<file path="src/rtl/isp_pkg.sv">
// ----------------------------------------------------------------------------
// isp_pkg
// Shared types and constants of the independent set partition counter.
// ----------------------------------------------------------------------------
package isp_pkg;

   // fixed field widths
   localparam int VERTEX_W = 4;
   localparam int REG_W    = 4;
   localparam int RESULT_W = 16;
   localparam int TDATA_W  = 2 * VERTEX_W;

   // item kinds carried on tuser
   localparam logic KIND_PAIR    = 1'b0;
   localparam logic KIND_COMPUTE = 1'b1;

   // register indexes
   localparam logic CSR_VERTEX_COUNT = 1'b0;
   localparam logic CSR_GROUP_COUNT  = 1'b1;

   // register reset values
   localparam logic [REG_W-1:0] VERTEX_COUNT_RESET = 4'd10;
   localparam logic [REG_W-1:0] GROUP_COUNT_RESET  = 4'd1;

   // sequencer states
   typedef enum logic [2:0] {
      S_IDLE,
      S_MARK,
      S_SRC,
      S_LATCH,
      S_SUB,
      S_DRAIN,
      S_RES
   } isp_state_type;

   // commands to the conflict table
   typedef struct packed {
      logic                add;
      logic                clear;
      logic [VERTEX_W-1:0] vertex_a;
      logic [VERTEX_W-1:0] vertex_b;
   } conflict_cmd_type;

endpackage

</file>
<file path="src/rtl/isp_conflict_table.sv">
// ----------------------------------------------------------------------------
// isp_conflict_table
// Symmetric conflict rows with pair insert, clear and a conflict-free test
// of one vertex subset per cycle.
// ----------------------------------------------------------------------------
module isp_conflict_table #(
   parameter int MAX_VERTICES = 10
) (
   input  logic                          clock,
   input  logic                          reset,
   input  isp_pkg::conflict_cmd_type     cmd,
   input  logic [MAX_VERTICES-1:0]       test_mask,
   output logic                          test_ok
);
   import isp_pkg::*;

   localparam logic [VERTEX_W-1:0] MV_CODE = VERTEX_W'(MAX_VERTICES);

   logic [MAX_VERTICES-1:0] rows_ff [MAX_VERTICES];
   logic [MAX_VERTICES-1:0] rows_in [MAX_VERTICES];
   logic                    pair_ok;

   // a pair counts only with both vertices in range and distinct
   assign pair_ok = cmd.add && (cmd.vertex_a < MV_CODE) && (cmd.vertex_b < MV_CODE) &&
                    (cmd.vertex_a != cmd.vertex_b);

   // row update: set both mirror bits, or clear everything
   always_comb begin
      for (int r = 0; r < MAX_VERTICES; r++) begin
         for (int c = 0; c < MAX_VERTICES; c++) begin
            rows_in[r][c] = rows_ff[r][c] |
               (pair_ok && (((cmd.vertex_a == VERTEX_W'(r)) && (cmd.vertex_b == VERTEX_W'(c))) ||
                            ((cmd.vertex_b == VERTEX_W'(r)) && (cmd.vertex_a == VERTEX_W'(c)))));
         end
         if (cmd.clear) begin
            rows_in[r] = '0;
         end
      end
   end

   always_ff @(posedge clock) begin
      for (int r = 0; r < MAX_VERTICES; r++) begin
         if (reset) begin
            rows_ff[r] <= '0;
         end else begin
            rows_ff[r] <= rows_in[r];
         end
      end
   end

   // subset is free when no member conflicts with another member
   always_comb begin
      test_ok = 1'b1;
      for (int v = 0; v < MAX_VERTICES; v++) begin
         if (test_mask[v] && ((rows_ff[v] & test_mask) != '0)) begin
            test_ok = 1'b0;
         end
      end
   end

endmodule

</file>
<file path="config.mk">
export PLATFORM = sky130hd
export DESIGN_NAME = isp_conflict_table
export DESIGN_NICKNAME = d
export VERILOG_FILES = /design/src/rtl/isp_pkg.sv /design/src/rtl/isp_conflict_table.sv
export SDC_FILE = /design/constraint.sdc
export NUM_CORES = 1
export LEC_CHECK = 0
export BUFFER_PORTS_ARGS = -buffer_cell sky130_fd_sc_hd__buf_2
export CORE_MARGIN = 4
export CORE_UTILIZATION = 55
export CTS_BUF_LIST = sky130_fd_sc_hd__clkbuf_4 sky130_fd_sc_hd__clkbuf_8 sky130_fd_sc_hd__clkbuf_16
export DETAILED_ROUTE_END_ITERATION = 7
export PLACE_DENSITY = 0.8
export SLEW_MARGIN = 0
export SYNTH_ARGS = -nofsm -noshare
export SYNTH_HDL_FRONTEND = slang
export SYNTH_SLANG_ARGS = --single-unit
</file>
<file path="constraint.sdc">
create_clock -name clock -period 1.25 [get_ports clock]
set_input_delay 0.125 -clock clock [delete_from_list [all_inputs] [get_ports clock]]
set_output_delay 0.125 -clock clock [all_outputs]
set_load 0.05 [all_outputs]
</file>
==> reports/qor.yml <==
avgSynthCellArea_sq_um: 10.0
insertion_delay_ns: 0.37
ys_ff_latch: 100
post-route-cell-area_sq_um: 5050
setup_viol: 1
wl_per_cell_um: 19.3
antenna_found_initial: 0
fin_crit_sh_pct: 171
areaGrowthSynthToFinish_pct: 15.8
cp_slowest_cell: "a222oi_1"
io_buffers: 22
clockRootBuffer: "clkbuf_8"
maxCapViolCount: 0
max_slew_margin_pct: 71.6
max_freq_mhz: 467
die_x_um: 97.1
grt_pass1_wl_um: 18300
first_global_vias: 3543
routabilityCongestion: 0.900
cts_buffer_depth: 2
firstDrtPassIters: 5
worst-setup-path-type: "reg -> out"
multiInputGateArea_sq_um: 2170
seq_area_frac_synth_pct: 45.8
ir_drop_mv: 0.541
violations: "setup timing"
worstMarginPinSlew_ns: 0.425
top_register: "rows_ff"
fillers: 626
grt_start_max_net_pins: 54
cts_sinks: 100
postCtsHoldBufs: 0
clkTransAtPathRegs_ns: 0.09
core_sq_um: 7730
die_y_um: 97.1
initial_core_util_pct: 56.5
crit_path_max_fanout: 2
finalCriticalPeriod_ns: 2.14
antenna_cells: 0
worst_setup_path_end_kind: "output port"
hp-start: "cmd[8]"
critPathLaunch: "rows_ff[4][3]"
path_delay_family: "compound AO/OA/AOI/OAI gates"
largest_reg_flops: 100
vias_per_cell: 6.24
worst-path-buf-inv: 1
post-place-ws_ns: -0.608
place_area_sq_um: 4770
grt_usage_pct: 24.2
num_rows: 32
drt-initial-drc-count: 279
timing.rr.start: "rows_ff[3][0]"
rsz0062_at_grt: "true"
via_count: 3648
die_area_sq_um: 9430
register_area_sq_um: 2000
status: "finished, violations left"
wl_um: 11300
maxSlewViolCount: 0
final_nets: 500
hold_path_class: "in -> reg"
hpwl_um: 8340
crit_chain: "a222oi_1, nand4_1, a22o_1, nor4_4, buf_6"
syn_area_sq_um: 4370
ant_nets: 0
worstPathArrival_ns: 2.02
cp-start-kind: "register"
synth_warnings: 0
ios: 23
layout_setup_ws_ns: -0.893
power.leakage_nw: 1.83
syn_inst: 435
cts_buffers: 9
synth.area.top_cells: "dfxtp_1 (46%), o21a_1 (15%), a22oi_1 (12%)"
cts_tree: "yes"
cpPeakStageDelay_ns: 0.38
h-tree-depth: 3
clock_skew_ns: 0
synth_area_leader_cell: "dfxtp_1"
grt_overflow: 0
hold_viol: 0
synth_cell_type_count: 29
drive_gt1_share_pct: 23.6
pwr_density_cell_nw_per_um2: 1170
drc_errors: 0
cp.required_ns: 1.12
netlist.area_leader.share_pct: 45.8
top_regs: "rows_ff: 100 flops"
syn-num-nets: 457
[worst paths after layout]
path                                       to  slack, ns  cells after the start
worst max-delay path                  test_ok      -0.89                      5
worst min-delay path            rows_ff[0][2]       0.23                      4
worst max register to register  rows_ff[3][0]       0.51                      2
worst min register to register  rows_ff[0][9]       0.47                      1
[metal layers]
layer / global-route usage [%] / part of all wire (%) / vias to the layer above
li1: - / - / 1706
met1: 32.6 / 44 / 1747
met2: 38.2 / 46 / 162
met3: 3.95 / 6.6 / 33
met4: 11.0 / 3.4 / 0
met5: 0 / 0 / -
[worst reg2reg max path: cells and delay by family, from the launching register on]
| family | cells | cell delay [ns] |
|---|---|---|
| flip-flops | 1 | 0.34 |
| buffers and inverters | 1 | 0.13 |
| AO/OA/AOI/OAI | 1 | 0.18 |
[report_power, final]
| part | leakage (nW) | total, W | internal, W | switching, W |
|---|---|---|---|---|
| Sequential | 0.805 | 0.00319 | 0.00318 | 0.00000142 |
| Combinational | 0.906 | 0.000481 | 0.000182 | 0.000300 |
| Clock | 0.114 | 0.00225 | 0.00115 | 0.00109 |
[synthesized netlist by cell type]
cell type and instances:
nand4_2 1, buf_2 3, nand2_1 6, o21ai_0 7
o21a_1 90, buf_4 7, a221oi_2 3, clkbuf_1 11
nor2_2 8, and2_1 10, buf_6 9, nor2_1 46
nand2b_1 7, a22o_1 8, a22o_2 1, nor4_2 1
a22oi_1 69, a222oi_1 2, nand2b_4 1, a221oi_1 3
xnor2_1 4, nor3_2 8, nand4_1 7, dfxtp_1 100
nor4_4 2, clkbuf_8 4, nand3_1 5, nor3_4 2
a21oi_1 10
[cell usage in the layout (no fill, tap or decap), types with 5 or more instances in the layout]
master,n
nor3_4,9
buf_2,21
nor2_1,43
nand2_1,6
clkbuf_8,9
and2_1,10
nor2_2,10
o21ai_0,7
dfxtp_1,99
nand4_1,7
a22o_1,8
o21a_1,90
a22oi_1,69
buf_4,37
a21oi_1,10
buf_12,7
nand3_1,5
nand2b_1,7
[per-stage QoR]
| step | util [%] | setup TNS, ns | power, W | std cells | hold slack (ns) |
|---|---|---|---|---|---|
| global route | 65.4 | -0.993 | 0.00609 | 585 | 0.255 |
| detailed placement | 61.7 | -22.10 | 0.00372 | 568 | 0.444 |
| CTS | 64.9 | -0.912 | 0.00592 | 585 | 0.231 |
| finish | 65.4 | -0.893 | 0.00591 | 585 | 0.232 |
| floorplan | - | -0.549 | 0.00356 | 435 | 0.431 |
| global placement | 61.7 | -17.88 | 0.00371 | 568 | 0.444 |
[area by class of cell]
type / instances / share of cell area, %
multi-input combinational: 301 / 42.9
sequential: 100 / 39.6
timing repair buffer: 66 / 10.6
clock buffer: 10 / 2.60
tap: 102 / 2.52
clock inverter: 6 / 1.73
[cells by family (layout without fill, tap and decap cells)]
family	after synthesis	after routing	synth area share (%)
XOR/XNOR	4	4	0.802
buffers and inverters	34	82	6.07
AO/OA/AOI/OAI	193	193	33.2
AND/OR/NAND/NOR	104	104	14.1
flip-flops	100	100	45.8
[repair_timing]
action,CTS,global route
hold endpoints to repair,0,0
cloned,0,0
pin swaps,4,2
setup endpoints to repair,3,45
resized for setup,5,8
buffers inserted,1,0
Note: power is estimated with default switching activity, not from simulation.
